--- src/rtl/ajpd_pkg.sv ---
// ----------------------------------------------------------------------------
// ajpd_pkg
// Shared types and constants for the audio jack plug detector.
// ----------------------------------------------------------------------------
package ajpd_pkg;

    // Width of the window length register
    localparam int WINDOW_BITS = 10;

    // Window length after reset
    localparam logic [WINDOW_BITS-1:0] WINDOW_RESET = 10'd200;

    // Jack mode codes
    typedef enum logic [1:0] {
        MODE_ALL_DOWN      = 2'd0,
        MODE_BUZZER        = 2'd1,
        MODE_HEADPHONES    = 2'd2,
        MODE_BUZZER_SERIAL = 2'd3
    } jack_mode_t;

    // One result beat
    typedef struct packed {
        jack_mode_t jack_mode;
        logic       headphone_enable;
        logic       buzzer_enable;
        logic       power_enable;
        logic       probe_pull_up;
        logic       probe_power_pulse;
        logic       mode_changed;
    } ajpd_result_t;

endpackage

--- src/rtl/audio_jack_plug_detector.sv ---
// An accepted tick goes through the input register, then the result register (m_valid);
// a stalled result (m_ready low) holds it back. Throughput: one tick per cycle while
// m_ready is high; input and result registers decouple the two sides.
// Reset (aresetn low, synchronous): mode all down, counters and flags cleared,
// window length 200, both registers empty.
// ----------------------------------------------------------------------------
// audio_jack_plug_detector
// Top level: tick input register, detection core, result register, window
// length register.
// ----------------------------------------------------------------------------
module audio_jack_plug_detector
    import ajpd_pkg::*;
#(
    parameter int COUNT_BITS = 10
) (
    input  logic                   aclk,
    input  logic                   aresetn,
    // window length write
    input  logic                   cfg_valid,
    output logic                   cfg_ready,
    input  logic [WINDOW_BITS-1:0] cfg_window_ticks,
    // tick beats
    input  logic                   s_valid,
    output logic                   s_ready,
    input  logic                   s_sense_up_level,
    input  logic                   s_sense_down_level,
    input  logic                   s_sense_powered_level,
    input  logic                   s_mid_level,
    // result beats
    output logic                   m_valid,
    input  logic                   m_ready,
    output logic [1:0]             m_jack_mode,
    output logic                   m_headphone_enable,
    output logic                   m_buzzer_enable,
    output logic                   m_power_enable,
    output logic                   m_probe_pull_up,
    output logic                   m_probe_power_pulse,
    output logic                   m_mode_changed
);

    logic [WINDOW_BITS-1:0] window_reg;
    logic                   in_valid_reg;
    logic [3:0]             in_data_reg;
    logic                   out_valid_reg;
    ajpd_result_t           out_data_reg;
    ajpd_result_t           core_result;
    logic                   advance;

    // Window length register
    assign cfg_ready = 1'b1;

    always_ff @(posedge aclk) begin
        if (!aresetn) begin
            window_reg <= WINDOW_RESET;
        end else if (cfg_valid) begin
            window_reg <= cfg_window_ticks;
        end
    end

    // Move a tick from input register to result register
    assign advance = in_valid_reg && (!out_valid_reg || m_ready);
    assign s_ready = !in_valid_reg || advance;

    // Input register
    always_ff @(posedge aclk) begin
        if (!aresetn) begin
            in_valid_reg <= 1'b0;
        end else if (s_ready) begin
            in_valid_reg <= s_valid;
        end
    end

    always_ff @(posedge aclk) begin
        if (s_valid && s_ready) begin
            in_data_reg <= {s_sense_up_level, s_sense_down_level,
                            s_sense_powered_level, s_mid_level};
        end
    end

    ajpd_core #(
        .COUNT_BITS (COUNT_BITS)
    ) u_core (
        .aclk                (aclk),
        .aresetn             (aresetn),
        .window_ticks        (window_reg),
        .step                (advance),
        .sense_up_level      (in_data_reg[3]),
        .sense_down_level    (in_data_reg[2]),
        .sense_powered_level (in_data_reg[1]),
        .mid_level           (in_data_reg[0]),
        .result              (core_result)
    );

    // Result register
    always_ff @(posedge aclk) begin
        if (!aresetn) begin
            out_valid_reg <= 1'b0;
        end else if (advance) begin
            out_valid_reg <= 1'b1;
        end else if (m_ready) begin
            out_valid_reg <= 1'b0;
        end
    end

    always_ff @(posedge aclk) begin
        if (advance) begin
            out_data_reg <= core_result;
        end
    end

    assign m_valid             = out_valid_reg;
    assign m_jack_mode         = out_data_reg.jack_mode;
    assign m_headphone_enable  = out_data_reg.headphone_enable;
    assign m_buzzer_enable     = out_data_reg.buzzer_enable;
    assign m_power_enable      = out_data_reg.power_enable;
    assign m_probe_pull_up     = out_data_reg.probe_pull_up;
    assign m_probe_power_pulse = out_data_reg.probe_power_pulse;
    assign m_mode_changed      = out_data_reg.mode_changed;

    // Checks
    a_tick_held_while_blocked: assert property (@(posedge aclk) disable iff (!aresetn)
        in_valid_reg && !advance |=> in_valid_reg)
        else $error("pending tick dropped");

    a_result_held_while_stalled: assert property (@(posedge aclk) disable iff (!aresetn)
        out_valid_reg && !m_ready |=> out_valid_reg && $stable(out_data_reg))
        else $error("pending result lost");

    a_advance_fills_output: assert property (@(posedge aclk) disable iff (!aresetn)
        advance |=> out_valid_reg)
        else $error("result register not filled");

endmodule

--- src/rtl/ajpd_core.sv ---
// ----------------------------------------------------------------------------
// ajpd_core
// Detection state and per-tick update: probing, counting, window decision.
// ----------------------------------------------------------------------------
module ajpd_core
    import ajpd_pkg::*;
#(
    parameter int COUNT_BITS = 10
) (
    input  logic                   aclk,
    input  logic                   aresetn,
    input  logic [WINDOW_BITS-1:0] window_ticks,
    input  logic                   step,
    input  logic                   sense_up_level,
    input  logic                   sense_down_level,
    input  logic                   sense_powered_level,
    input  logic                   mid_level,
    output ajpd_result_t           result
);

    localparam int CMP_BITS = (COUNT_BITS > WINDOW_BITS) ? COUNT_BITS : WINDOW_BITS;
    localparam logic [COUNT_BITS-1:0] CNT_MAX = '1;

    jack_mode_t              mode_reg, mode_next;
    logic                    pull_up_reg, pull_up_next;
    logic                    prev_float_reg, prev_float_next;
    logic [COUNT_BITS-1:0]   tick_count_reg, tick_count_next;
    logic [COUNT_BITS-1:0]   low_count_reg, low_count_next;
    logic [COUNT_BITS-1:0]   forced_count_reg, forced_count_next;

    logic                    probe, pulse, used_up, level;
    logic [COUNT_BITS-1:0]   tick_inc, low_inc, forced_inc;
    logic                    win_end;
    jack_mode_t              decided;

    // Probe selection for this tick
    always_comb begin
        probe        = 1'b0;
        pulse        = 1'b0;
        used_up      = 1'b0;
        level        = 1'b0;
        pull_up_next = pull_up_reg;
        case (mode_reg)
            MODE_HEADPHONES: begin
                pull_up_next = ~pull_up_reg;
                used_up      = ~pull_up_reg;
                level        = used_up ? sense_up_level : sense_down_level;
                probe        = 1'b1;
            end
            MODE_ALL_DOWN, MODE_BUZZER: begin
                if (tick_count_reg == '0) begin
                    pull_up_next = 1'b0;
                    pulse        = 1'b1;
                    level        = sense_powered_level;
                    probe        = 1'b1;
                end
            end
            default: begin
                if (tick_count_reg == '0) begin
                    pull_up_next = 1'b0;
                    level        = sense_down_level;
                    probe        = 1'b1;
                end
            end
        endcase
    end

    // Saturating counters
    always_comb begin
        tick_inc   = (tick_count_reg == CNT_MAX) ? tick_count_reg
                                                 : tick_count_reg + 1'b1;
        forced_inc = forced_count_reg;
        if (probe && (level != used_up) && (forced_count_reg != CNT_MAX))
            forced_inc = forced_count_reg + 1'b1;
        low_inc = low_count_reg;
        if ((mode_reg != MODE_BUZZER_SERIAL) && !mid_level && (low_count_reg != CNT_MAX))
            low_inc = low_count_reg + 1'b1;
    end

    // Window end and mode decision
    always_comb begin
        win_end = (CMP_BITS'(tick_inc) >= CMP_BITS'(window_ticks)) || (tick_inc == CNT_MAX);
        decided = mode_reg;
        if (prev_float_reg)
            decided = (low_inc == tick_inc) ? MODE_HEADPHONES : MODE_BUZZER_SERIAL;
        else if (!((mode_reg == MODE_ALL_DOWN) && (forced_inc == '0)))
            decided = MODE_BUZZER;

        if (win_end) begin
            mode_next         = decided;
            prev_float_next   = (forced_inc == '0);
            tick_count_next   = '0;
            low_count_next    = '0;
            forced_count_next = '0;
        end else begin
            mode_next         = mode_reg;
            prev_float_next   = prev_float_reg;
            tick_count_next   = tick_inc;
            low_count_next    = low_inc;
            forced_count_next = forced_inc;
        end
    end

    // State registers, advanced once per tick
    always_ff @(posedge aclk) begin
        if (!aresetn) begin
            mode_reg         <= MODE_ALL_DOWN;
            pull_up_reg      <= 1'b0;
            prev_float_reg   <= 1'b0;
            tick_count_reg   <= '0;
            low_count_reg    <= '0;
            forced_count_reg <= '0;
        end else if (step) begin
            mode_reg         <= mode_next;
            pull_up_reg      <= pull_up_next;
            prev_float_reg   <= prev_float_next;
            tick_count_reg   <= tick_count_next;
            low_count_reg    <= low_count_next;
            forced_count_reg <= forced_count_next;
        end
    end

    // Result beat for this tick
    always_comb begin
        result.jack_mode         = mode_next;
        result.headphone_enable  = (mode_next == MODE_HEADPHONES);
        result.buzzer_enable     = (mode_next == MODE_BUZZER) ||
                                   (mode_next == MODE_BUZZER_SERIAL);
        result.power_enable      = (mode_next == MODE_BUZZER_SERIAL);
        result.probe_pull_up     = probe & used_up;
        result.probe_power_pulse = pulse;
        result.mode_changed      = (mode_next != mode_reg);
    end

    // Checks
    a_mode_only_at_window_end: assert property (@(posedge aclk) disable iff (!aresetn)
        !(step && win_end) |=> $stable(mode_reg))
        else $error("mode changed outside a window end");

    a_low_within_ticks: assert property (@(posedge aclk) disable iff (!aresetn)
        low_count_reg <= tick_count_reg)
        else $error("low count ahead of tick count");

    a_forced_within_ticks: assert property (@(posedge aclk) disable iff (!aresetn)
        forced_count_reg <= tick_count_reg)
        else $error("forced count ahead of tick count");

    a_window_restart: assert property (@(posedge aclk) disable iff (!aresetn)
        step && win_end |=> (tick_count_reg == '0) && (forced_count_reg == '0))
        else $error("counters not cleared at window end");

endmodule
--- config.mk ---
export PLATFORM = sky130hd
export DESIGN_NAME = audio_jack_plug_detector
export DESIGN_NICKNAME = d
export VERILOG_FILES = /design/src/rtl/ajpd_pkg.sv /design/src/rtl/audio_jack_plug_detector.sv /design/src/rtl/ajpd_core.sv
export SDC_FILE = /design/constraint.sdc
export NUM_CORES = 1
export LEC_CHECK = 0
export BUFFER_PORTS_ARGS = -buffer_cell sky130_fd_sc_hd__buf_4
export CORE_ASPECT_RATIO = 2
export CORE_UTILIZATION = 55
export CTS_BUF_LIST = sky130_fd_sc_hd__clkbuf_4
export DETAILED_ROUTE_END_ITERATION = 10
export HOLD_SLACK_MARGIN = 0.15
export PLACE_DENSITY_LB_ADDON = 0.08
export SLEW_MARGIN = 20
export SYNTH_ARGS = -nofsm -noshare
export SYNTH_HDL_FRONTEND = slang
export SYNTH_HIERARCHICAL = 1
export SYNTH_SLANG_ARGS = --single-unit
--- constraint.sdc ---
create_clock -name aclk -period 4.2 [get_ports aclk]
set_input_delay 1.26 -clock aclk [delete_from_list [all_inputs] [get_ports aclk]]
set_output_delay 1.26 -clock aclk [all_outputs]
set_load 0.01 [all_outputs]
==> flow_metrics.env <==
export IMPL_synth_net_count=485
export IMPL_clk_root_buf="sky130_fd_sc_hd__clkbuf_4"
export IMPL_fin_hold_ws_ns=0.491
export IMPL_crit_family="simple AND/OR/NAND/NOR gates"
export IMPL_final_fill_count=637
export IMPL_grt_antenna_before_repair=1
export IMPL_setup_viol=0
export IMPL_cts_num_sinks=58
export IMPL_drive_gt1_share_pct=17.0
export IMPL_synth_top_cells_by_area="sky130_fd_sc_hd__dfxtp_1 24%, sky130_fd_sc_hd__edfxtp_1 9.6%, sky130_fd_sc_hd__a21oi_1 5.8%"
export IMPL_syn_area_per_cell_um2=8.33
export IMPL_yosys_warnings=6
export IMPL_worst_path_most_repeated_cell="sky130_fd_sc_hd__ha_1"
export IMPL_synth_xor_xnor_area_share_pct=3.76
export IMPL_timing_critical_path_slowest_stage_cell="sky130_fd_sc_hd__or4_1"
export IMPL_postSynthRegisterBits=58
export IMPL_synth_simple_gate_area_share_pct=26.0
export IMPL_final_setup_tns_ns=0
export IMPL_dr_pass1_iters=4
export IMPL_synth_cell_types=66
export IMPL_mapped_cells=452
export IMPL_hold_class="flop to flop"
export IMPL_placementRows=42
export IMPL_worst_path_largest_cell_delay_ns=0.52
export IMPL_core_area_um2=6620
export IMPL_report_final_slew_viol_count=0
export IMPL_worst_ep_arrival_time_ns=4.17
export IMPL_max_slew_headroom_pct=25.9
export IMPL_layout_worst_path_cycle_share_pct=91.3
export IMPL_grt_pass1_wl_um=15600
export IMPL_place_hpwl_um=7410
export IMPL_min_path_cells=2
export IMPL_dominant_combinational_cell_family_by_area_after_synthesis="simple AND/OR/NAND/NOR gates"
export IMPL_routedWlPerCell_um=17.8
export IMPL_num_nets_final=505
export IMPL_vias=3460
export IMPL_die_h_um=119
export IMPL_dieArea_um2=7200
export IMPL_setup_worst_path_start_class="flop"
export IMPL_async_flop_share_pct=0
export IMPL_cts_htree_levels=3
export IMPL_post_synth_mux_area_share_pct=5.75
export IMPL_yosys_area_share_adder_pct=4.65
export IMPL_grt_usage_pct=29.7
export IMPL_r2r_worst_path_cells=12
export IMPL_postRouteWirelength_um=10100
export IMPL_cts_inserted_buffers=9
export IMPL_port_buffers=28
export IMPL_tritoncts_clock_tree="built"
export IMPL_synth_top_flop_cell="sky130_fd_sc_hd__dfxtp_1"
export IMPL_start_util_pct=56.9
export IMPL_ir_worst_vdd_mv=0.287
export IMPL_critPathKind="flop to flop"
export IMPL_critical_path_cell_chain="ha_1 > nand4_2 > nor3_4 > mux2_2 > ha_1 > a211oi_1 > o21ai_0 > a31oi_1 > nor2b_1 > or2_2 > or4_1 > a21oi_1"
export IMPL_final_min_clock_period_ns=3.83
export IMPL_die_width_um=60.5
export IMPL_synth_yosys_seq_area_share_pct=34.0
export IMPL_synthDominantCellAreaShare_pct=24.5
export IMPL_maxCapViolations=0
export IMPL_element_type_at_the_critical_path_end="flop"
export IMPL_first_iter_violations=143
export IMPL_hold_fix_buffer_count_after_cts=0
export IMPL_grt_overflow_total=0
export IMPL_power_density_nw_per_um2=266
export IMPL_clock_insertion_delay_worst_skew_ns=0.42
export IMPL_r2r_slack_ns=0.37
export IMPL_synth_area_leader_cell="sky130_fd_sc_hd__dfxtp_1"
export IMPL_drcViolationCount=0
export IMPL_layout_area_overhead_vs_synth_pct=11.3
export IMPL_mappedNetlistArea_um2=3760
export IMPL_hold_viol_final=0
export IMPL_route_antenna_remaining_nets=0
export IMPL_tightestPinTransition_ns=1.11
export IMPL_post_drt_via_cell_ratio=6.11
export IMPL_worstPathMaxFanout=19
export IMPL_worst_endpoint_required_ns=4.54
export IMPL_gp_congestion=0.986
export IMPL_worstPathBufferInverterCount=0
export IMPL_worst_setup_hold_path_clk_slew_ns=0.10
export IMPL_rsz_0062_raised_after_global_routing="no"
export IMPL_final_worst_clock_skew_ns=0.0172
export IMPL_clock_tree_buffer_depth=2
export IMPL_synth_compound_area_share_pct=19.5
export IMPL_number_of_global_route_vias_before_repair=3304
export IMPL_fin_util_pct=63.3
export IMPL_pin_count_of_the_biggest_net_entering_global_routing=40
export IMPL_synth_edff_count=12
export IMPL_power_leakage_nw=1.65
export IMPL_outcome="completed"
export IMPL_io_pins=30
export IMPL_critical_path_depth=12
export IMPL_maxClockFrequency_mhz=261
-- report_power, final --
group          total, W  switching [W]  internal [W]
logic          0.000118      0.0000665     0.0000510
registers      0.000593      0.0000105      0.000582
clock network  0.000403       0.000224      0.000179
-- cells in the final DEF, fill, tap and decap left out, types with 3 or more instances in the layout --
cell type,n
sky130_fd_sc_hd__a21oi_1,44
sky130_fd_sc_hd__nor4_1,6
sky130_fd_sc_hd__mux2_2,5
sky130_fd_sc_hd__o21ai_0,19
sky130_fd_sc_hd__dfxtp_1,45
sky130_fd_sc_hd__nor2b_1,11
sky130_fd_sc_hd__inv_1,18
sky130_fd_sc_hd__and3_1,8
sky130_fd_sc_hd__xor2_1,7
sky130_fd_sc_hd__nand3b_1,3
sky130_fd_sc_hd__or4_1,6
sky130_fd_sc_hd__nand2_1,44
sky130_fd_sc_hd__nand3_1,31
sky130_fd_sc_hd__o21a_1,5
sky130_fd_sc_hd__a31oi_1,8
sky130_fd_sc_hd__edfxtp_1,12
sky130_fd_sc_hd__a2bb2oi_1,3
sky130_fd_sc_hd__nand2b_1,5
sky130_fd_sc_hd__xnor2_1,4
sky130_fd_sc_hd__nor2_1,17
sky130_fd_sc_hd__o2111ai_1,3
sky130_fd_sc_hd__ha_1,14
sky130_fd_sc_hd__o31ai_1,5
sky130_fd_sc_hd__or3_1,5
sky130_fd_sc_hd__clkbuf_4,9
sky130_fd_sc_hd__a21o_1,4
sky130_fd_sc_hd__nor3_1,10
sky130_fd_sc_hd__nand4_1,13
sky130_fd_sc_hd__or2_2,3
sky130_fd_sc_hd__clkinvlp_4,3
sky130_fd_sc_hd__mux2i_1,16
sky130_fd_sc_hd__buf_4,45
-- worst reg2reg max path, cell delays in order, from the launching register on --
cell and delay (ns):
sky130_fd_sc_hd__dfxtp_1 0.44, sky130_fd_sc_hd__ha_1 0.29, sky130_fd_sc_hd__nand4_2 0.20, sky130_fd_sc_hd__nor3_4 0.30, sky130_fd_sc_hd__mux2_2 0.43, sky130_fd_sc_hd__ha_1 0.28
sky130_fd_sc_hd__a211oi_1 0.19, sky130_fd_sc_hd__o21ai_0 0.13, sky130_fd_sc_hd__a31oi_1 0.19, sky130_fd_sc_hd__nor2b_1 0.16, sky130_fd_sc_hd__or2_2 0.49, sky130_fd_sc_hd__or4_1 0.53
sky130_fd_sc_hd__a21oi_1 0.13
-- layer usage --
| metal | track usage [%] | part of all wire [%] | vias up |
|---|---|---|---|
| li1 | - | - | 1704 |
| met1 | 29.7 | 36 | 1629 |
| met2 | 52.9 | 55 | 100 |
| met3 | 4.67 | 4.3 | 27 |
| met4 | 19.5 | 5.3 | 0 |
| met5 | 0 | 0 | - |
-- path summary, 6_finish.rpt --
kind / from / end
worst max-delay path: u_core/tick_count_reg[1] / u_core/forced_count_reg[0]
worst min-delay path: window_reg[7] / window_reg[7]
worst max register to register: u_core/tick_count_reg[1] / u_core/forced_count_reg[0]
worst min register to register: window_reg[7] / window_reg[7]
-- Yosys cell counts, drive strengths merged (4+ instances only) --
master / number
a21oi: 44
mux2: 5
and3: 8
or3: 5
nor2b: 12
ha: 14
nand3: 32
mux2i: 16
xor2: 7
or4: 6
buf: 15
a21o: 4
clkbuf: 21
nand2b: 5
nor4: 6
nand4: 14
nand2: 44
edfxtp: 12
o21a: 5
nor3: 11
o31ai: 6
inv: 18
xnor2: 4
o21ai: 19
a31oi: 8
dfxtp: 46
nor2: 18
-- cells by family (layout without fill, tap and decap cells) --
group	after synthesis	after routing
mux	21	21
simple gates	179	179
xor+xnor	13	13
other cells	1	2
compound gates	112	112
flops	58	58
buf+inv	54	79
fa+ha+maj	14	14
-- through the flow --
stage,instances,total power [W],cell area [um2],setup slack (ns)
after floorplan,452,0.000681,3760,0.554
after global placement,549,0.000720,4050,0.368
after detailed placement,549,0.000723,4050,0.346
after CTS,565,0.00113,4190,0.314
after global routing,566,0.00116,4190,0.0109
final,566,0.00111,4190,0.365
-- final cells by class --
cell class,instances,area [um2],share of cell area [%]
Clock buffer,9,67.6,1.61
Tap cell,88,110,2.63
Sequential cell,58,1280,30.6
Timing Repair Buffer,45,338,8.06
Multi-Input combinational cell,340,2250,53.7
Clock inverter,7,70.1,1.67
Inverter,18,67.6,1.61
Antenna cell,1,2.50,0.0597
-- repair_timing --
action	in CTS	in global routing
endpoints found under the hold margin	0	0
gates resized for setup	0	1
endpoints found under the setup margin	0	3
setup buffers	0	0
Power figures use the tool's default switching activity.
